$ cat src/rtl/vtsd_pkg.sv
// Shared types, constants and tables of the vector terminal stream decoder.
// No dependencies; every other file of the block imports this package.
`timescale 1ns / 1ps
`default_nettype none
package vtsd_pkg;

  localparam int COORD_BITS_DEF    = 12;
  localparam int INTENSITY_ENTRIES = 94;
  localparam int CFG_W             = 13;
  localparam int IDX_W             = 3;
  localparam int DVS_W             = 10;
  localparam int RECIP_SHIFT       = 21;

  localparam logic [12:0] RESET_WIDTH    = 13'd1024;
  localparam logic [12:0] RESET_HEIGHT   = 13'd780;
  // Top line for size 0 at the reset height: 780 - 780 / 35.
  localparam logic [12:0] RESET_CURSOR_Y = 13'd758;

  localparam logic [IDX_W-1:0] REG_SCREEN_WIDTH  = 3'd0;
  localparam logic [IDX_W-1:0] REG_SCREEN_HEIGHT = 3'd1;
  localparam logic [IDX_W-1:0] REG_TAB_SINGLE    = 3'd2;
  localparam logic [IDX_W-1:0] REG_FULL_RES      = 3'd3;
  localparam logic [IDX_W-1:0] REG_RAW_NEWLINE   = 3'd4;

  localparam logic [6:0] CH_NUL   = 7'd0;
  localparam logic [6:0] CH_ACK   = 7'd6;
  localparam logic [6:0] CH_BEL   = 7'd7;
  localparam logic [6:0] CH_BS    = 7'd8;
  localparam logic [6:0] CH_HT    = 7'd9;
  localparam logic [6:0] CH_LF    = 7'd10;
  localparam logic [6:0] CH_VT    = 7'd11;
  localparam logic [6:0] CH_FF    = 7'd12;
  localparam logic [6:0] CH_CR    = 7'd13;
  localparam logic [6:0] CH_SO    = 7'd14;
  localparam logic [6:0] CH_SI    = 7'd15;
  localparam logic [6:0] CH_ETB   = 7'd23;
  localparam logic [6:0] CH_ESC   = 7'd27;
  localparam logic [6:0] CH_FS    = 7'd28;
  localparam logic [6:0] CH_GS    = 7'd29;
  localparam logic [6:0] CH_RS    = 7'd30;
  localparam logic [6:0] CH_US    = 7'd31;
  localparam logic [6:0] CH_SPACE = 7'd32;
  localparam logic [6:0] CH_EIGHT = 7'd56;
  localparam logic [6:0] CH_SEMI  = 7'd59;
  localparam logic [6:0] CH_PEN   = 7'd80;
  localparam logic [6:0] CH_LBRK  = 7'd91;
  localparam logic [6:0] CH_GRAVE = 7'd96;
  localparam logic [6:0] CH_LO_G  = 7'd103;
  localparam logic [6:0] CH_LO_H  = 7'd104;
  localparam logic [6:0] CH_LO_O  = 7'd111;
  localparam logic [6:0] CH_LO_P  = 7'd112;
  localparam logic [6:0] CH_LO_W  = 7'd119;
  localparam logic [6:0] CH_DEL   = 7'd127;

  localparam logic [1:0] TAG_CTL  = 2'd0;
  localparam logic [1:0] TAG_HIGH = 2'd1;
  localparam logic [1:0] TAG_LOWY = 2'd3;

  typedef enum logic [3:0] {
    MODE_ALPHA   = 4'd0,
    MODE_HY      = 4'd1,
    MODE_LY      = 4'd2,
    MODE_HX      = 4'd3,
    MODE_LX      = 4'd4,
    PLOT_HY      = 4'd5,
    PLOT_LY      = 4'd6,
    PLOT_HX      = 4'd7,
    PLOT_LX      = 4'd8,
    MODE_ESC     = 4'd9,
    MODE_INCR    = 4'd10,
    MODE_SPECIAL = 4'd11,
    MODE_SKIP    = 4'd12
  } mode_t;

  typedef enum logic [3:0] {
    CMD_NONE      = 4'd0,
    CMD_MOVE      = 4'd1,
    CMD_VECTOR    = 4'd2,
    CMD_POINT     = 4'd3,
    CMD_CHAR      = 4'd4,
    CMD_BELL      = 4'd5,
    CMD_CLEAR     = 4'd6,
    CMD_SIZE      = 4'd7,
    CMD_STYLE     = 4'd8,
    CMD_DUMP      = 4'd9,
    CMD_INTENSITY = 4'd10
  } cmd_t;

  typedef enum logic [3:0] {
    CLS_US, CLS_CR, CLS_ESC, CLS_FF, CLS_BELL, CLS_LF, CLS_FS, CLS_GS, CLS_RS, CLS_DATA
  } cls_t;

  typedef enum logic [2:0] {
    BS_IDLE, BS_CELL, BS_PREP, BS_MOD, BS_EXEC
  } bstate_t;

  typedef struct packed {
    cls_t       cls;
    logic [6:0] ch;
  } entry_t;

  typedef struct packed {
    logic [12:0] width;
    logic [12:0] height;
    logic        tab_single;
    logic        full_res;
    logic        raw_nl;
  } cfg_t;

  typedef struct packed {
    cmd_t        command;
    logic [11:0] from_x;
    logic [11:0] from_y;
    logic [11:0] to_x;
    logic [11:0] to_y;
    logic [6:0]  glyph_code;
    logic [1:0]  glyph_size;
    logic [2:0]  line_style;
    logic        write_through;
    logic [6:0]  beam_intensity;
    logic        defocused;
    logic        alpha_mode;
  } res_t;

  localparam logic [6:0] INTENSITY_TAB [INTENSITY_ENTRIES] = '{
    7'd14, 7'd16, 7'd17, 7'd19, 7'd20, 7'd22, 7'd23, 7'd25,
    7'd28, 7'd31, 7'd34, 7'd38, 7'd41, 7'd44, 7'd47, 7'd50,
    7'd56, 7'd62, 7'd69, 7'd75, 7'd81, 7'd88, 7'd94, 7'd100,
    7'd56, 7'd62, 7'd69, 7'd75, 7'd81, 7'd88, 7'd96, 7'd100,
    7'd0,  7'd1,  7'd1,  7'd1,  7'd1,  7'd1,  7'd1,  7'd2,
    7'd2,  7'd2,  7'd2,  7'd2,  7'd3,  7'd3,  7'd3,  7'd3,
    7'd4,  7'd4,  7'd4,  7'd5,  7'd5,  7'd5,  7'd6,  7'd6,
    7'd7,  7'd8,  7'd9,  7'd10, 7'd11, 7'd12, 7'd12, 7'd13,
    7'd14, 7'd16, 7'd17, 7'd19, 7'd20, 7'd22, 7'd23, 7'd25,
    7'd28, 7'd31, 7'd34, 7'd38, 7'd41, 7'd44, 7'd47, 7'd50,
    7'd56, 7'd62, 7'd69, 7'd75, 7'd81, 7'd88, 7'd94, 7'd100,
    7'd56, 7'd63, 7'd69, 7'd75, 7'd81, 7'd88
  };

  // Cell width in dots: width / {74, 81, 121, 133} by a rounded-up reciprocal of
  // 2^21, exact for every 13-bit width.
  function automatic logic [7:0] cell_width(input logic [12:0] w, input logic [1:0] size);
    logic [15:0] k;
    logic [28:0] p;
    case (size)
      2'd0:    k = 16'd28340;
      2'd1:    k = 16'd25891;
      2'd2:    k = 16'd17332;
      default: k = 16'd15769;
    endcase
    p = {16'b0, w} * {13'b0, k};
    return p[RECIP_SHIFT +: 8];
  endfunction

  // Cell height in dots: height / {35, 38, 58, 64}, same scheme.
  function automatic logic [7:0] cell_height(input logic [12:0] h, input logic [1:0] size);
    logic [15:0] k;
    logic [28:0] p;
    case (size)
      2'd0:    k = 16'd59919;
      2'd1:    k = 16'd55189;
      2'd2:    k = 16'd36158;
      default: k = 16'd32768;
    endcase
    p = {16'b0, h} * {13'b0, k};
    return p[RECIP_SHIFT +: 8];
  endfunction

endpackage
`default_nettype wire

$ cat src/rtl/vtsd_front.sv
// Front part: takes received bytes and sorts them into control classes.
// Depends on vtsd_pkg; feeds the request queue.
`timescale 1ns / 1ps
`default_nettype none
module vtsd_front import vtsd_pkg::*; (
  input  wire logic       rx_valid,
  input  wire logic [7:0] rx_byte,
  output logic            rx_ready,
  input  wire logic       q_full,
  output logic            push,
  output entry_t          entry
);

  logic [6:0] ch;

  assign ch       = rx_byte[6:0];
  assign rx_ready = !q_full;
  assign push     = rx_valid && !q_full;

  always_comb begin
    entry.ch = ch;
    unique case (ch)
      CH_US:   entry.cls = CLS_US;
      CH_CR:   entry.cls = CLS_CR;
      CH_ESC:  entry.cls = CLS_ESC;
      CH_FF:   entry.cls = CLS_FF;
      CH_BEL:  entry.cls = CLS_BELL;
      CH_LF:   entry.cls = CLS_LF;
      CH_FS:   entry.cls = CLS_FS;
      CH_GS:   entry.cls = CLS_GS;
      CH_RS:   entry.cls = CLS_RS;
      default: entry.cls = CLS_DATA;
    endcase
  end

endmodule
`default_nettype wire

$ cat src/rtl/vtsd_fifo.sv
// Two-entry request queue between the front and back parts.
// Depends on vtsd_pkg for the entry type.
`timescale 1ns / 1ps
`default_nettype none
module vtsd_fifo import vtsd_pkg::*; (
  input  wire logic clk,
  input  wire logic rst,
  input  wire logic push,
  input  entry_t    wdata,
  output logic      full,
  input  wire logic pop,
  output logic      not_empty,
  output entry_t    rdata
);

  entry_t     mem [2];
  logic       wr_ptr;
  logic       rd_ptr;
  logic [1:0] count;

  assign full      = (count == 2'd2);
  assign not_empty = (count != 2'd0);
  assign rdata     = mem[rd_ptr];

  always_ff @(posedge clk) begin
    if (rst) begin
      wr_ptr <= 1'b0;
      rd_ptr <= 1'b0;
      count  <= 2'd0;
    end else begin
      if (push) begin
        wr_ptr <= !wr_ptr;
      end
      if (pop) begin
        rd_ptr <= !rd_ptr;
      end
      count <= count + {1'b0, push} - {1'b0, pop};
    end
  end

  always_ff @(posedge clk) begin
    if (push) begin
      mem[wr_ptr] <= wdata;
    end
  end

endmodule
`default_nettype wire

$ cat src/rtl/vtsd_div.sv
// Serial remainder unit for tab stops: one quotient bit per cycle, restoring form.
// Depends on vtsd_pkg for the divisor width.
`timescale 1ns / 1ps
`default_nettype none
module vtsd_div import vtsd_pkg::*; #(
  parameter int DW = 13,
  parameter int VW = DVS_W
) (
  input  wire logic          clk,
  input  wire logic          rst,
  input  wire logic          start,
  input  wire logic [DW-1:0] dividend,
  input  wire logic [VW-1:0] divisor,
  output logic               done,
  output logic [VW-1:0]      remainder
);

  localparam int CW = $clog2(DW + 1);

  logic          active;
  logic [CW-1:0] cnt;
  logic [VW-1:0] dvs;
  logic [DW-1:0] quotient;
  logic [VW:0]   trial;
  logic          take;

  assign trial = {remainder, quotient[DW-1]};
  assign take  = (trial >= {1'b0, dvs});

  always_ff @(posedge clk) begin
    if (rst) begin
      active <= 1'b0;
      done   <= 1'b0;
      cnt    <= '0;
    end else begin
      done <= 1'b0;
      if (start) begin
        active <= 1'b1;
        cnt    <= CW'(DW);
      end else if (active) begin
        cnt <= cnt - CW'(1);
        if (cnt == CW'(1)) begin
          active <= 1'b0;
          done   <= 1'b1;
        end
      end
    end
  end

  always_ff @(posedge clk) begin
    if (start) begin
      quotient  <= dividend;
      remainder <= '0;
      dvs       <= divisor;
    end else if (active) begin
      quotient  <= {quotient[DW-2:0], take};
      remainder <= take ? VW'(trial - {1'b0, dvs}) : trial[VW-1:0];
    end
  end

endmodule
`default_nettype wire

$ cat src/rtl/vtsd_back.sv
// Back part: parser state, cursor and pen, drawing command output register.
// Depends on vtsd_pkg (cell size functions) and vtsd_div (tab stop remainder).
`timescale 1ns / 1ps
`default_nettype none
module vtsd_back import vtsd_pkg::*; #(
  parameter int COORD_BITS = COORD_BITS_DEF
) (
  input  wire logic clk,
  input  wire logic rst,
  input  cfg_t      cfg,
  input  wire logic cfg_wr,
  input  wire logic q_valid,
  input  entry_t    q_head,
  output logic      q_pop,
  output logic      out_valid,
  input  wire logic out_ready,
  output res_t      result
);

  localparam int CB = COORD_BITS;
  localparam int DW = (CB > 13) ? CB : 13;
  localparam int SW = DW + 2;
  localparam logic [CB-1:0] MASK = CB'((1 << CB) - 1);
  localparam logic signed [SW-1:0] FOUR = 4;
  localparam logic signed [SW-1:0] ONE  = 1;

  typedef struct packed {
    logic signed [SW-1:0] x;
    logic signed [SW-1:0] y;
    logic [CB-1:0]        m;
  } txt_t;

  bstate_t state, state_next;
  entry_t  cur;

  mode_t         mode;
  logic [9:0]    high_y, high_x;
  logic [4:0]    low_y, low_x, extra;
  logic [CB-1:0] cursor_x, cursor_y, margin;
  logic          point_plot, special_plot, pen_down, through;
  logic [2:0]    style;
  logic [1:0]    size;

  logic [7:0]       hd, vd;
  logic [1:0]       cache_size, need_size;
  logic             cache_valid, cache_hit, tab_mod;
  logic [DVS_W-1:0] mod_rem;
  logic             commit;

  logic             div_start, div_done;
  logic [DW-1:0]    div_dividend;
  logic [DVS_W-1:0] div_divisor, div_rem;

  logic signed [SW-1:0] w_s, h_s, hd_s, vd_s;

  // Results of the current byte, valid in BS_EXEC.
  mode_t         n_mode;
  logic [9:0]    n_high_y, n_high_x;
  logic [4:0]    n_low_y, n_low_x, n_extra;
  logic [CB-1:0] n_cx, n_cy, n_margin, n_px, n_py;
  logic          n_pp, n_sp, n_pen, n_through;
  logic [2:0]    n_style;
  logic [1:0]    n_size;
  cmd_t          n_cmd;
  logic [6:0]    n_glyph, n_inten;
  logic          n_defoc;

  vtsd_div #(.DW(DW), .VW(DVS_W)) u_div (
    .clk       (clk),
    .rst       (rst),
    .start     (div_start),
    .dividend  (div_dividend),
    .divisor   (div_divisor),
    .done      (div_done),
    .remainder (div_rem)
  );

  function automatic logic signed [SW-1:0] ext_c(input logic [CB-1:0] v);
    return $signed({{(SW-CB){1'b0}}, v});
  endfunction

  assign w_s  = $signed({{(SW-13){1'b0}}, cfg.width});
  assign h_s  = $signed({{(SW-13){1'b0}}, cfg.height});
  assign hd_s = $signed({{(SW-8){1'b0}}, hd});
  assign vd_s = $signed({{(SW-8){1'b0}}, vd});

  function automatic txt_t limit_text(input logic signed [SW-1:0] x, input logic signed [SW-1:0] y,
                                      input logic [CB-1:0] m);
    txt_t r;
    r.x = x;
    r.y = y;
    r.m = m;
    if (r.x < 0) begin
      r.x = '0;
    end
    if (r.x > w_s - hd_s) begin
      r.x = ext_c(r.m);
      r.y = r.y - vd_s;
    end
    // Falling off the bottom flips between the left and right column halves.
    if (r.y < FOUR) begin
      r.y = h_s - vd_s;
      r.m = (r.m != '0) ? '0 : CB'(cfg.width >> 1);
      if (r.x < ext_c(r.m)) begin
        r.x = ext_c(r.m);
      end
    end
    if (r.y > h_s - vd_s) begin
      r.y = h_s - vd_s;
    end
    return r;
  endfunction

  function automatic logic signed [SW-1:0] sat_step(input logic signed [SW-1:0] v,
                                                    input logic up, input logic down,
                                                    input logic [12:0] dim);
    logic [DW-1:0]        top;
    logic signed [SW-1:0] r;
    top = (dim == 13'd0) ? '0 : DW'(dim - 13'd1);
    if (top > DW'(MASK)) begin
      top = DW'(MASK);
    end
    r = v;
    if (up != down) begin
      r = up ? r + ONE : r - ONE;
      if (r < 0) begin
        r = '0;
      end
      if (r > $signed({2'b00, top})) begin
        r = $signed({2'b00, top});
      end
    end
    return r;
  endfunction

  function automatic logic [11:0] compose(input logic [9:0] hi, input logic [4:0] lo,
                                          input logic [1:0] fine);
    logic [9:0] s;
    s = hi + {5'b0, lo};
    return cfg.full_res ? {s, fine} : {2'b00, s};
  endfunction

  assign need_size    = (q_head.cls == CLS_FF) ? 2'd0 : size;
  assign cache_hit    = cache_valid && (cache_size == need_size);
  assign tab_mod      = (cur.cls == CLS_DATA) && (cur.ch == CH_HT) && !cfg.tab_single &&
                        (mode == MODE_ALPHA || mode == MODE_ESC) && (hd != 8'd0);
  assign commit       = (state == BS_EXEC) && (!out_valid || out_ready);
  assign div_dividend = DW'(cursor_x);
  assign div_divisor  = DVS_W'({hd, 3'b000});

  always_ff @(posedge clk) begin
    if (rst) begin
      state <= BS_IDLE;
    end else begin
      state <= state_next;
    end
  end

  always_comb begin
    state_next = state;
    q_pop      = 1'b0;
    div_start  = 1'b0;
    unique case (state)
      BS_IDLE: begin
        if (q_valid) begin
          q_pop = 1'b1;
          if (cache_hit) begin
            state_next = BS_PREP;
          end else begin
            state_next = BS_CELL;
          end
        end
      end
      BS_CELL: begin
        state_next = BS_PREP;
      end
      BS_PREP: begin
        if (tab_mod) begin
          div_start  = 1'b1;
          state_next = BS_MOD;
        end else begin
          state_next = BS_EXEC;
        end
      end
      BS_MOD: begin
        if (div_done) begin
          state_next = BS_EXEC;
        end
      end
      BS_EXEC: begin
        if (commit) begin
          state_next = BS_IDLE;
        end
      end
      default: state_next = BS_IDLE;
    endcase
  end

  always_ff @(posedge clk) begin
    if (rst) begin
      cache_valid <= 1'b0;
    end else if (cfg_wr) begin
      cache_valid <= 1'b0;
    end else if (state == BS_CELL) begin
      cache_valid <= 1'b1;
    end
  end

  always_ff @(posedge clk) begin
    if (q_pop) begin
      cur <= q_head;
      if (!cache_hit) begin
        cache_size <= need_size;
      end
    end
    if (state == BS_CELL) begin
      hd <= cell_width(cfg.width, cache_size);
      vd <= cell_height(cfg.height, cache_size);
    end
    if (state == BS_MOD && div_done) begin
      mod_rem <= div_rem;
    end
  end

  always_comb begin
    mode_t                m;
    logic                 run;
    logic                 edit_bs, edit_ht, edit_vt;
    logic [1:0]           tag;
    logic [6:0]           ch;
    logic signed [SW-1:0] cx, cy, px, py;
    logic                 glyph_pos;
    txt_t                 t;
    logic [CB-1:0]        mg;

    ch        = cur.ch;
    tag       = ch[6:5];
    cx        = ext_c(cursor_x);
    cy        = ext_c(cursor_y);
    px        = '0;
    py        = '0;
    t         = '0;
    mg        = margin;
    glyph_pos = 1'b0;
    edit_bs   = 1'b0;
    edit_ht   = 1'b0;
    edit_vt   = 1'b0;
    run       = 1'b1;
    m         = mode;
    n_mode    = mode;
    n_high_y  = high_y;
    n_high_x  = high_x;
    n_low_y   = low_y;
    n_low_x   = low_x;
    n_extra   = extra;
    n_pp      = point_plot;
    n_sp      = special_plot;
    n_pen     = pen_down;
    n_through = through;
    n_style   = style;
    n_size    = size;
    n_cmd     = CMD_NONE;
    n_glyph   = '0;
    n_inten   = '0;
    n_defoc   = 1'b0;

    if (cur.cls == CLS_US || cur.cls == CLS_CR || cur.cls == CLS_ESC || cur.cls == CLS_FF) begin
      n_mode = (cur.cls == CLS_ESC) ? MODE_ESC : MODE_ALPHA;
      n_pp   = 1'b0;
      n_sp   = 1'b0;
      if (cur.cls == CLS_CR) begin
        cx = ext_c(margin);
      end
      if (cur.cls == CLS_FF) begin
        n_cmd  = CMD_CLEAR;
        n_size = 2'd0;
        mg     = '0;
        cx     = '0;
        cy     = h_s - vd_s;
      end
    end else if (cur.cls == CLS_BELL) begin
      n_cmd = CMD_BELL;
    end else if (cur.cls == CLS_LF) begin
      cy = cy - vd_s;
      if (!cfg.raw_nl) begin
        cx = ext_c(margin);
      end
      t  = limit_text(cx, cy, mg);
      cx = t.x;
      cy = t.y;
      mg = t.m;
    end else if (cur.cls == CLS_FS && mode != MODE_ESC) begin
      n_mode = PLOT_HY;
      n_pp   = 1'b1;
    end else if (cur.cls == CLS_GS) begin
      n_mode = MODE_HY;
      n_pp   = 1'b0;
    end else if (cur.cls == CLS_RS) begin
      n_pen  = 1'b1;
      n_mode = MODE_INCR;
    end else begin
      // Address bytes may skip ahead: the tag tells which byte really came.
      if (m >= MODE_HY && m <= PLOT_LX) begin
        if (tag == TAG_CTL) begin
          run = 1'b0;
        end else begin
          if (m == MODE_HY && tag != TAG_HIGH) m = MODE_LY;
          if (m == MODE_HX && tag == TAG_LOWY) begin
            m       = MODE_LY;
            n_extra = low_y;
          end
          if (m == MODE_LY && tag != TAG_LOWY) m = MODE_HX;
          if (m == MODE_HX && tag != TAG_HIGH) m = MODE_LX;
          if (m == PLOT_HY && tag != TAG_HIGH) m = PLOT_LY;
          if (m == PLOT_HX && tag == TAG_LOWY) begin
            m       = PLOT_LY;
            n_extra = low_y;
          end
          if (m == PLOT_LY && tag != TAG_LOWY) m = PLOT_HX;
          if (m == PLOT_HX && tag != TAG_HIGH) m = PLOT_LX;
          n_mode = m;
        end
      end
      if (run) begin
        unique case (m)
          MODE_HY: begin
            n_pp     = 1'b0;
            n_high_y = {ch[4:0], 5'b0};
            n_mode   = MODE_LY;
          end
          MODE_LY: begin
            n_low_y = ch[4:0];
            cy      = ext_c(CB'(compose(high_y, ch[4:0], n_extra[3:2])));
            n_mode  = MODE_HX;
          end
          MODE_HX: begin
            if (tag == TAG_HIGH) begin
              n_high_x = {ch[4:0], 5'b0};
            end
            n_mode = MODE_LX;
          end
          MODE_LX: begin
            n_low_x = ch[4:0];
            cx      = ext_c(CB'(compose(high_x, ch[4:0], n_extra[1:0])));
            n_cmd   = CMD_MOVE;
            n_mode  = PLOT_HY;
          end
          PLOT_HY: begin
            n_high_y = {ch[4:0], 5'b0};
            n_mode   = PLOT_LY;
          end
          PLOT_LY: begin
            n_low_y = ch[4:0];
            n_mode  = PLOT_HX;
          end
          PLOT_HX: begin
            n_high_x = {ch[4:0], 5'b0};
            n_mode   = PLOT_LX;
          end
          PLOT_LX: begin
            n_low_x = ch[4:0];
            cx      = ext_c(CB'(compose(high_x, ch[4:0], n_extra[1:0])));
            cy      = ext_c(CB'(compose(high_y, low_y, n_extra[3:2])));
            n_cmd   = point_plot ? CMD_POINT : CMD_VECTOR;
            n_mode  = special_plot ? MODE_SPECIAL : PLOT_HY;
          end
          MODE_ESC: begin
            if (ch == CH_NUL || ch == CH_ACK || ch == CH_SO || ch == CH_SI || ch == CH_LBRK) begin
              n_mode = MODE_ESC;
            end else if (ch == CH_BS) begin
              edit_bs = 1'b1;
              n_mode  = MODE_ALPHA;
            end else if (ch == CH_HT) begin
              edit_ht = 1'b1;
              n_mode  = MODE_ALPHA;
            end else if (ch == CH_VT) begin
              edit_vt = 1'b1;
              n_mode  = MODE_ALPHA;
            end else if (ch == CH_ETB) begin
              n_cmd  = CMD_DUMP;
              n_mode = MODE_ALPHA;
            end else if (ch == CH_FS) begin
              n_mode = MODE_SPECIAL;
              n_sp   = 1'b1;
            end else if (ch >= CH_EIGHT && ch <= CH_SEMI) begin
              n_size = ch[1:0];
              n_cmd  = CMD_SIZE;
              n_mode = MODE_ALPHA;
            end else if (ch >= CH_GRAVE && ch <= CH_LO_G) begin
              n_style   = (ch[2:0] <= 3'd4) ? ch[2:0] : 3'd0;
              n_through = 1'b0;
              n_cmd     = CMD_STYLE;
              n_mode    = MODE_ALPHA;
            end else if (ch >= CH_LO_H && ch <= CH_LO_O) begin
              n_mode = MODE_SKIP;
            end else if (ch >= CH_LO_P && ch <= CH_LO_W) begin
              n_style   = (ch[2:0] <= 3'd4) ? ch[2:0] : 3'd0;
              n_through = 1'b1;
              n_cmd     = CMD_STYLE;
              n_mode    = MODE_SKIP;
            end else begin
              n_mode = MODE_ALPHA;
            end
          end
          MODE_INCR: begin
            if (ch == CH_SPACE) begin
              n_pen = 1'b0;
            end else if (ch == CH_PEN) begin
              n_pen = 1'b1;
            end else if (ch[6:4] == 3'b100) begin
              cx    = sat_step(cx, ch[0], ch[1], cfg.width);
              cy    = sat_step(cy, ch[2], ch[3], cfg.height);
              n_cmd = pen_down ? CMD_POINT : CMD_MOVE;
            end
          end
          MODE_SPECIAL: begin
            if (ch >= CH_SPACE && ch < CH_SPACE + 7'(INTENSITY_ENTRIES)) begin
              n_defoc = (ch[6:5] == 2'd1);
              n_inten = INTENSITY_TAB[ch - CH_SPACE];
              n_cmd   = CMD_INTENSITY;
              n_mode  = PLOT_HY;
            end
          end
          MODE_SKIP: begin
            n_mode = MODE_SKIP;
          end
          MODE_ALPHA: begin
            if (ch == CH_BS) begin
              edit_bs = 1'b1;
            end else if (ch == CH_HT) begin
              edit_ht = 1'b1;
            end else if (ch == CH_VT) begin
              edit_vt = 1'b1;
            end else if (ch == CH_ETB) begin
              n_cmd = CMD_DUMP;
            end else if (ch >= CH_SPACE && ch < CH_DEL) begin
              t         = limit_text(cx, cy, mg);
              mg        = t.m;
              px        = t.x;
              py        = t.y;
              cx        = t.x + hd_s;
              cy        = t.y;
              glyph_pos = 1'b1;
              n_glyph   = ch;
              n_cmd     = CMD_CHAR;
            end
          end
          default: n_mode = MODE_ALPHA;
        endcase
      end
    end

    if (edit_bs || edit_ht || edit_vt) begin
      if (edit_bs) begin
        cx = cx - hd_s;
      end
      if (edit_vt) begin
        cy = cy + vd_s;
      end
      if (edit_ht) begin
        if (cfg.tab_single) begin
          cx = cx + hd_s;
        end else if (hd != 8'd0) begin
          cx = cx - $signed({{(SW-DVS_W){1'b0}}, mod_rem})
                  + $signed({{(SW-11){1'b0}}, hd, 3'b000});
        end
      end
      t  = limit_text(cx, cy, mg);
      cx = t.x;
      cy = t.y;
      mg = t.m;
    end

    n_cx     = CB'(cx);
    n_cy     = CB'(cy);
    n_margin = mg;
    n_px     = glyph_pos ? CB'(px) : n_cx;
    n_py     = glyph_pos ? CB'(py) : n_cy;
  end

  always_ff @(posedge clk) begin
    if (rst) begin
      mode         <= MODE_ALPHA;
      high_y       <= '0;
      low_y        <= '0;
      high_x       <= '0;
      low_x        <= '0;
      extra        <= '0;
      cursor_x     <= '0;
      cursor_y     <= CB'(RESET_CURSOR_Y);
      margin       <= '0;
      point_plot   <= 1'b0;
      special_plot <= 1'b0;
      pen_down     <= 1'b1;
      style        <= '0;
      through      <= 1'b0;
      size         <= '0;
      out_valid    <= 1'b0;
    end else begin
      if (commit) begin
        mode         <= n_mode;
        high_y       <= n_high_y;
        low_y        <= n_low_y;
        high_x       <= n_high_x;
        low_x        <= n_low_x;
        extra        <= n_extra;
        cursor_x     <= n_cx;
        cursor_y     <= n_cy;
        margin       <= n_margin;
        point_plot   <= n_pp;
        special_plot <= n_sp;
        pen_down     <= n_pen;
        style        <= n_style;
        through      <= n_through;
        size         <= n_size;
        out_valid    <= 1'b1;
      end else if (out_ready) begin
        out_valid <= 1'b0;
      end
    end
  end

  always_ff @(posedge clk) begin
    if (commit) begin
      result.command        <= n_cmd;
      result.from_x         <= 12'(cursor_x);
      result.from_y         <= 12'(cursor_y);
      result.to_x           <= 12'(n_px);
      result.to_y           <= 12'(n_py);
      result.glyph_code     <= n_glyph;
      result.glyph_size     <= n_size;
      result.line_style     <= n_style;
      result.write_through  <= n_through;
      result.beam_intensity <= n_inten;
      result.defocused      <= n_defoc;
      result.alpha_mode     <= (n_mode == MODE_ALPHA);
    end
  end

endmodule
`default_nettype wire

$ cat src/rtl/vector_terminal_stream_decoder_unit.sv
// Top level of the vector terminal stream decoder: configuration registers,
// front classifier, request queue and back part. Depends on vtsd_pkg and all vtsd_* modules.
//
//   channel | handshake             | payload
//   --------+-----------------------+---------------------------------------------
//   rx      | rx_valid / rx_ready   | rx_byte
//   out     | out_valid / out_ready | command, from/to x/y, glyph, style, intensity
//   cfg     | cfg_write_en          | cfg_index, cfg_data
//
// When the character cell size is cached, a byte passes from acceptance to its command
// through dispatch, preparation and execution in the back part; execution waits while
// the output stalls, and the back part takes no new byte before the last one is done.
// After a configuration write or a size change, an extra cell state loads the cell width
// and height from reciprocal multiplications.
// A tab to the next eight-cell stop adds a wait on the serial remainder unit.
// Reset is synchronous; a two-entry queue lets input accept while the output stalls.
`timescale 1ns / 1ps
`default_nettype none
module vector_terminal_stream_decoder_unit import vtsd_pkg::*; #(
  parameter int COORD_BITS = COORD_BITS_DEF
) (
  input  wire logic             clk,
  input  wire logic             rst,
  input  wire logic             cfg_write_en,
  input  wire logic [IDX_W-1:0] cfg_index,
  input  wire logic [CFG_W-1:0] cfg_data,
  input  wire logic             rx_valid,
  output logic                  rx_ready,
  input  wire logic [7:0]       rx_byte,
  output logic                  out_valid,
  input  wire logic             out_ready,
  output logic [3:0]            command,
  output logic [11:0]           from_x,
  output logic [11:0]           from_y,
  output logic [11:0]           to_x,
  output logic [11:0]           to_y,
  output logic [6:0]            glyph_code,
  output logic [1:0]            glyph_size,
  output logic [2:0]            line_style,
  output logic                  write_through,
  output logic [6:0]            beam_intensity,
  output logic                  defocused,
  output logic                  alpha_mode
);

  cfg_t   cfg;
  entry_t front_entry, head;
  logic   push, q_full, q_valid, q_pop;
  res_t   result;

  always_ff @(posedge clk) begin
    if (rst) begin
      cfg.width      <= RESET_WIDTH;
      cfg.height     <= RESET_HEIGHT;
      cfg.tab_single <= 1'b0;
      cfg.full_res   <= 1'b0;
      cfg.raw_nl     <= 1'b0;
    end else if (cfg_write_en) begin
      case (cfg_index)
        REG_SCREEN_WIDTH:  cfg.width      <= cfg_data;
        REG_SCREEN_HEIGHT: cfg.height     <= cfg_data;
        REG_TAB_SINGLE:    cfg.tab_single <= cfg_data[0];
        REG_FULL_RES:      cfg.full_res   <= cfg_data[0];
        REG_RAW_NEWLINE:   cfg.raw_nl     <= cfg_data[0];
        default: ;
      endcase
    end
  end

  vtsd_front u_front (
    .rx_valid (rx_valid),
    .rx_byte  (rx_byte),
    .rx_ready (rx_ready),
    .q_full   (q_full),
    .push     (push),
    .entry    (front_entry)
  );

  vtsd_fifo u_fifo (
    .clk       (clk),
    .rst       (rst),
    .push      (push),
    .wdata     (front_entry),
    .full      (q_full),
    .pop       (q_pop),
    .not_empty (q_valid),
    .rdata     (head)
  );

  vtsd_back #(.COORD_BITS(COORD_BITS)) u_back (
    .clk       (clk),
    .rst       (rst),
    .cfg       (cfg),
    .cfg_wr    (cfg_write_en),
    .q_valid   (q_valid),
    .q_head    (head),
    .q_pop     (q_pop),
    .out_valid (out_valid),
    .out_ready (out_ready),
    .result    (result)
  );

  assign command        = result.command;
  assign from_x         = result.from_x;
  assign from_y         = result.from_y;
  assign to_x           = result.to_x;
  assign to_y           = result.to_y;
  assign glyph_code     = result.glyph_code;
  assign glyph_size     = result.glyph_size;
  assign line_style     = result.line_style;
  assign write_through  = result.write_through;
  assign beam_intensity = result.beam_intensity;
  assign defocused      = result.defocused;
  assign alpha_mode     = result.alpha_mode;

endmodule
`default_nettype wire
$ cat config.mk
export PLATFORM = sky130hd
export DESIGN_NAME = vector_terminal_stream_decoder_unit
export DESIGN_NICKNAME = d
export VERILOG_FILES = /design/src/rtl/vtsd_pkg.sv /design/src/rtl/vtsd_front.sv /design/src/rtl/vtsd_fifo.sv /design/src/rtl/vtsd_div.sv /design/src/rtl/vtsd_back.sv /design/src/rtl/vector_terminal_stream_decoder_unit.sv
export SDC_FILE = /design/constraint.sdc
export NUM_CORES = 2
export LEC_CHECK = 0
export ABC_CLOCK_PERIOD_IN_PS = 27700
export BUFFER_PORTS_ARGS = -buffer_cell sky130_fd_sc_hd__buf_2
export CAP_MARGIN = 20
export CORE_MARGIN = 4
export CORE_UTILIZATION = 45
export DETAILED_ROUTE_END_ITERATION = 8
export SLEW_MARGIN = 20
export SYNTH_ARGS = -nofsm -noshare
export SYNTH_HDL_FRONTEND = slang
export SYNTH_SLANG_ARGS = --single-unit
export TNS_END_PERCENT = 20
$ cat constraint.sdc
create_clock -name clk -period 27.7 [get_ports clk]
set_input_delay 4.155 -clock clk [delete_from_list [all_inputs] [get_ports clk]]
set_output_delay 4.155 -clock clk [all_outputs]
set_load 0.02 [all_outputs]
==> insert_results.sql <==
INSERT INTO impl_metrics (metric_group, metric, value, unit) VALUES
('run_status', 'status', 'complete, no violations', ''),
('power_and_ir_drop', 'power.density_cell_area', '110', 'nW/µm²'),
('yosys', 'yosys.area.top_type', 'sky130_fd_sc_hd__fa_1', ''),
('critical_path', 'worst-endpoint-required', '28.01', 'ns'),
('die', 'chipWidth', '305', 'µm'),
('yosys', 'netlist.area_leader.share', '14.6', '%'),
('yosys', 'ys_types', '130', ''),
('final_layout', 'fillers', '8641', ''),
('routing', 'routed_wl', '142000', 'µm'),
('critical_path', 'worstPathMaxFanout', '23', ''),
('critical_path', 'reg2regPathDepth', '89', ''),
('critical_path', 'critical_path.max_stage_delay', '0.81', 'ns'),
('yosys', 'synth_top_cells_by_count', 'sky130_fd_sc_hd__inv_1, sky130_fd_sc_hd__nand2_1, sky130_fd_sc_hd__ha_1, sky130_fd_sc_hd__nor2_1, sky130_fd_sc_hd__a21oi_1', ''),
('global_route', 'first_global_vias', '34800', ''),
('timing', 'worstMarginPinSlew', '1.21', 'ns'),
('placed_design', 'place_congestion', '0.996', ''),
('timing', 'worst_skew', '0.0285', 'ns'),
('yosys', 'synth_ff_type', 'sky130_fd_sc_hd__edfxtp_1', ''),
('die', 'die_height', '305', 'µm'),
('power_and_ir_drop', 'total_leakage_power', '19.4', 'nW'),
('clocking', 'tritoncts', 'done', ''),
('die', 'placeableCoreArea', '87000', 'µm²'),
('timing', 'fin_crit', '23.18', 'ns'),
('final_layout', 'layout-drive-gt1-share', '8.71', '%'),
('critical_path', 'setup.worst_path.end_class', 'flop', ''),
('final_layout', 'final_nets', '5560', ''),
('critical_path', 'critical_path.reg2reg.endpoint', 'u_back.result[24]$_DFFE_PP_', ''),
('power_and_ir_drop', 'p_sw', '2.53', 'mW'),
('yosys', 'yosys.area_share.simple', '20.0', '%'),
('global_route', 'grt_pass1_wl', '215000', 'µm'),
('job', 'cap_viol_max_count', '0', ''),
('critical_path', 'timing_worst_setup_path_type', 'reg2reg', ''),
('routing', 'avgViaCountPerCell', '6.07', ''),
('routing', 'routed_wire_length_per_instance', '23.7', 'µm'),
('timing', 'unrepaired_setup_endpoints_after_global_routing', 'false', ''),
('power_and_ir_drop', 'netSwitchingFraction', '53.6', '%'),
('critical_path', 'critical_path.slowest_cell', 'sky130_fd_sc_hd__dfxtp_1', ''),
('yosys', 'syn_area', '39600', 'µm²'),
('yosys', 'ys_async_sr_fraction', '0', '%'),
('clocking', 'cts_inserted_buffers', '36', ''),
('critical_path', 'cp.arrival', '23.49', 'ns'),
('clocking', 'worst_skew_pair.late_latency', '0.58', 'ns'),
('timing', 'final-max-slew-violation-count', '0', ''),
('timing', 'finalSetupViolations', '0', ''),
('power_and_ir_drop', 'vdd.ir_drop.worst', '0.000112', 'V'),
('die', 'die_area', '92800', 'µm²'),
('die', 'starting_density', '45.5', '%'),
('yosys', 'post-synth-top-count-cell', 'sky130_fd_sc_hd__inv_1', ''),
('routing', 'vias', '36400', ''),
('yosys', 'synthMuxAreaShare', '3.70', '%'),
('power_and_ir_drop', 'power.combinational.fraction', '78.1', '%'),
('final_layout', 'area_growth_syn_to_layout', '7.73', '%'),
('timing', 'maxSlewHeadroom', '18.8', '%'),
('routing', 'route.detailed.drc', '0', ''),
('critical_path', 'reg2reg_setup_slack', '4.52', 'ns'),
('yosys', 'compound_gate_fraction_of_synth_area', '19.4', '%'),
('placed_design', 'hpwlAfterDp', '112000', 'µm'),
('placed_design', 'dpl.cell_count', '5922', ''),
('routing', 'drt_pre_antenna_iters', '8', ''),
('clocking', 'clock_transition_at_the_register_clock_pins_on_the_worst_setup_and_hold_paths_after_cts', '0.06', 'ns'),
('global_route', 'grt-ovfl-total', '0', ''),
('clocking', 'postCtsHoldBufs', '0', ''),
('worst_hold_path', 'min_path_type', 'reg2reg', ''),
('clocking', 'cts_setup_buffers', '0', ''),
('global_route', 'antenna_violations_before_repair', '6', ''),
('yosys', 'synthesis.instances', '4801', ''),
('yosys', 'yosys.area_share.adder', '28.4', '%'),
('die', 'ioPinCount', '105', ''),
('critical_path', 'regToRegStartpoint', 'cfg[16]$_SDFFE_PP0P_', ''),
('worst_hold_path', 'min_delay_worst_endpoint', 'u_back.through$_SDFFE_PP0P_', ''),
('timing', 'achievable_clock_frequency', '43.1', 'MHz');
## layout make-up
cell class / instances / area [µm²] / share of cell area, %
timing repair buffer: 209 / 1310 / 3.08
antenna: 1 / 2.50 / 0.00587
clock inverter: 13 / 146 / 0.343
tap: 1155 / 1450 / 3.39
sequential: 278 / 7110 / 16.7
multi-input combinational: 3775 / 29700 / 69.7
inverter: 505 / 1900 / 4.45
clock buffer: 52 / 1010 / 2.37
## power by group through the flow
stage	Combinational (mW)	Sequential [mW]	Clock [mW]
after floorplan	2.58	0.562	0
after global placement	3.58	0.569	0
after detailed placement	3.61	0.569	0
after CTS	3.64	0.561	0.480
after global routing	4.09	0.566	0.495
final	3.68	0.563	0.470
## worst max-delay path, delay by kind of cell (launching register included)
family | cells | cell delay (ns)
compound gates | 36 | 8.99
mux | 4 | 1.67
fa+ha+maj | 12 | 4.18
simple gates | 27 | 4.92
buf+inv | 6 | 1.03
xor+xnor | 4 | 1.26
flops | 1 | 0.81
## cells in the final DEF, fill, tap and decap left out, types with 28 or more instances in the layout
master | synthesis | routed
sky130_fd_sc_hd__ha_1 | 438 | 438
sky130_fd_sc_hd__nand4_1 | 36 | 36
sky130_fd_sc_hd__nand2_1 | 484 | 484
sky130_fd_sc_hd__inv_1 | 500 | 500
sky130_fd_sc_hd__nor3_1 | 106 | 103
sky130_fd_sc_hd__a21o_1 | 75 | 75
sky130_fd_sc_hd__o21ai_0 | 229 | 229
sky130_fd_sc_hd__edfxtp_1 | 154 | 154
sky130_fd_sc_hd__fa_1 | 288 | 288
sky130_fd_sc_hd__xnor2_1 | 93 | 93
sky130_fd_sc_hd__o211ai_1 | 41 | 41
sky130_fd_sc_hd__xor2_1 | 56 | 56
sky130_fd_sc_hd__a211oi_1 | 48 | 48
sky130_fd_sc_hd__a31oi_1 | 40 | 40
sky130_fd_sc_hd__dfxtp_1 | 124 | 124
sky130_fd_sc_hd__or3_1 | 28 | 28
sky130_fd_sc_hd__nor2_1 | 396 | 396
sky130_fd_sc_hd__o21a_1 | 52 | 52
sky130_fd_sc_hd__mux2_2 | 48 | 48
sky130_fd_sc_hd__nor2b_1 | 99 | 99
sky130_fd_sc_hd__a21oi_1 | 314 | 314
sky130_fd_sc_hd__and3_1 | 45 | 45
sky130_fd_sc_hd__nand3_1 | 99 | 98
sky130_fd_sc_hd__clkbuf_16 | 0 | 36
sky130_fd_sc_hd__and2_1 | 98 | 98
sky130_fd_sc_hd__nand2b_1 | 80 | 80
sky130_fd_sc_hd__buf_2 | 12 | 102
sky130_fd_sc_hd__buf_4 | 4 | 107
sky130_fd_sc_hd__mux2i_1 | 91 | 90
## per-stage QoR
stage	util (%)	instance area [µm²]	hold WS, ns	setup WS [ns]	total power [mW]
final	49.0	42700	0.465	4.52	4.71
after global routing	49.0	42700	0.485	3.24	5.16
after CTS	49.0	42600	0.460	4.91	4.68
after detailed placement	47.7	41500	0.450	4.97	4.18
after global placement	47.7	41500	0.447	5.15	4.15
after floorplan	-	39600	0.406	8.83	3.14
## layer usage
| layer | GRT usage, % | part of all wire, % | vias to the layer above |
|---|---|---|---|
| met5 | 0 | 0.012 | - |
| met4 | 13.2 | 5.3 | 2 |
| met3 | 4.26 | 8.1 | 373 |
| met2 | 47.5 | 45 | 1645 |
| met1 | 40.3 | 42 | 17500 |
| li1 | - | - | 16800 |
## how the worst max path moves through the flow
stage | cells after the start | end | slack, ns | startpoint
floorplan | 99 | u_back.result[30]$_DFFE_PP_ | 8.83 | cfg[16]$_SDFFE_PP0P_
global route | 89 | u_back.result[24]$_DFFE_PP_ | 3.24 | cfg[16]$_SDFFE_PP0P_
detailed placement | 89 | u_back.result[24]$_DFFE_PP_ | 4.97 | cfg[16]$_SDFFE_PP0P_
global placement | 89 | u_back.result[24]$_DFFE_PP_ | 5.15 | cfg[16]$_SDFFE_PP0P_
CTS | 89 | u_back.result[24]$_DFFE_PP_ | 4.91 | cfg[16]$_SDFFE_PP0P_
finish | 89 | u_back.result[24]$_DFFE_PP_ | 4.52 | cfg[16]$_SDFFE_PP0P_
## registers in the layout, summed over array words and instances (netlist names), 7 cells and up, named ones only
name,count
u_back.cursor_y,12
u_back.vd,8
u_back.u_div.dvs,7
u_back.u_div.remainder,10
u_back.result,74
u_back.cur,11
u_back.margin,12
u_back.mod_rem,10
u_back.hd,8
u_fifo.mem,22
u_back.cursor_x,12
cfg,29
u_back.u_div.quotient,13
## kinds of logic after synthesis
family / Yosys count
and+or+nand+nor: 1614
AOI/OAI and AO/OA: 1142
buffers and inverters: 749
adders and majority gates: 727
DFF: 278
xor gates and xnor gates: 150
muxes: 140
other: 1
(Power assumes the default switching activity.)
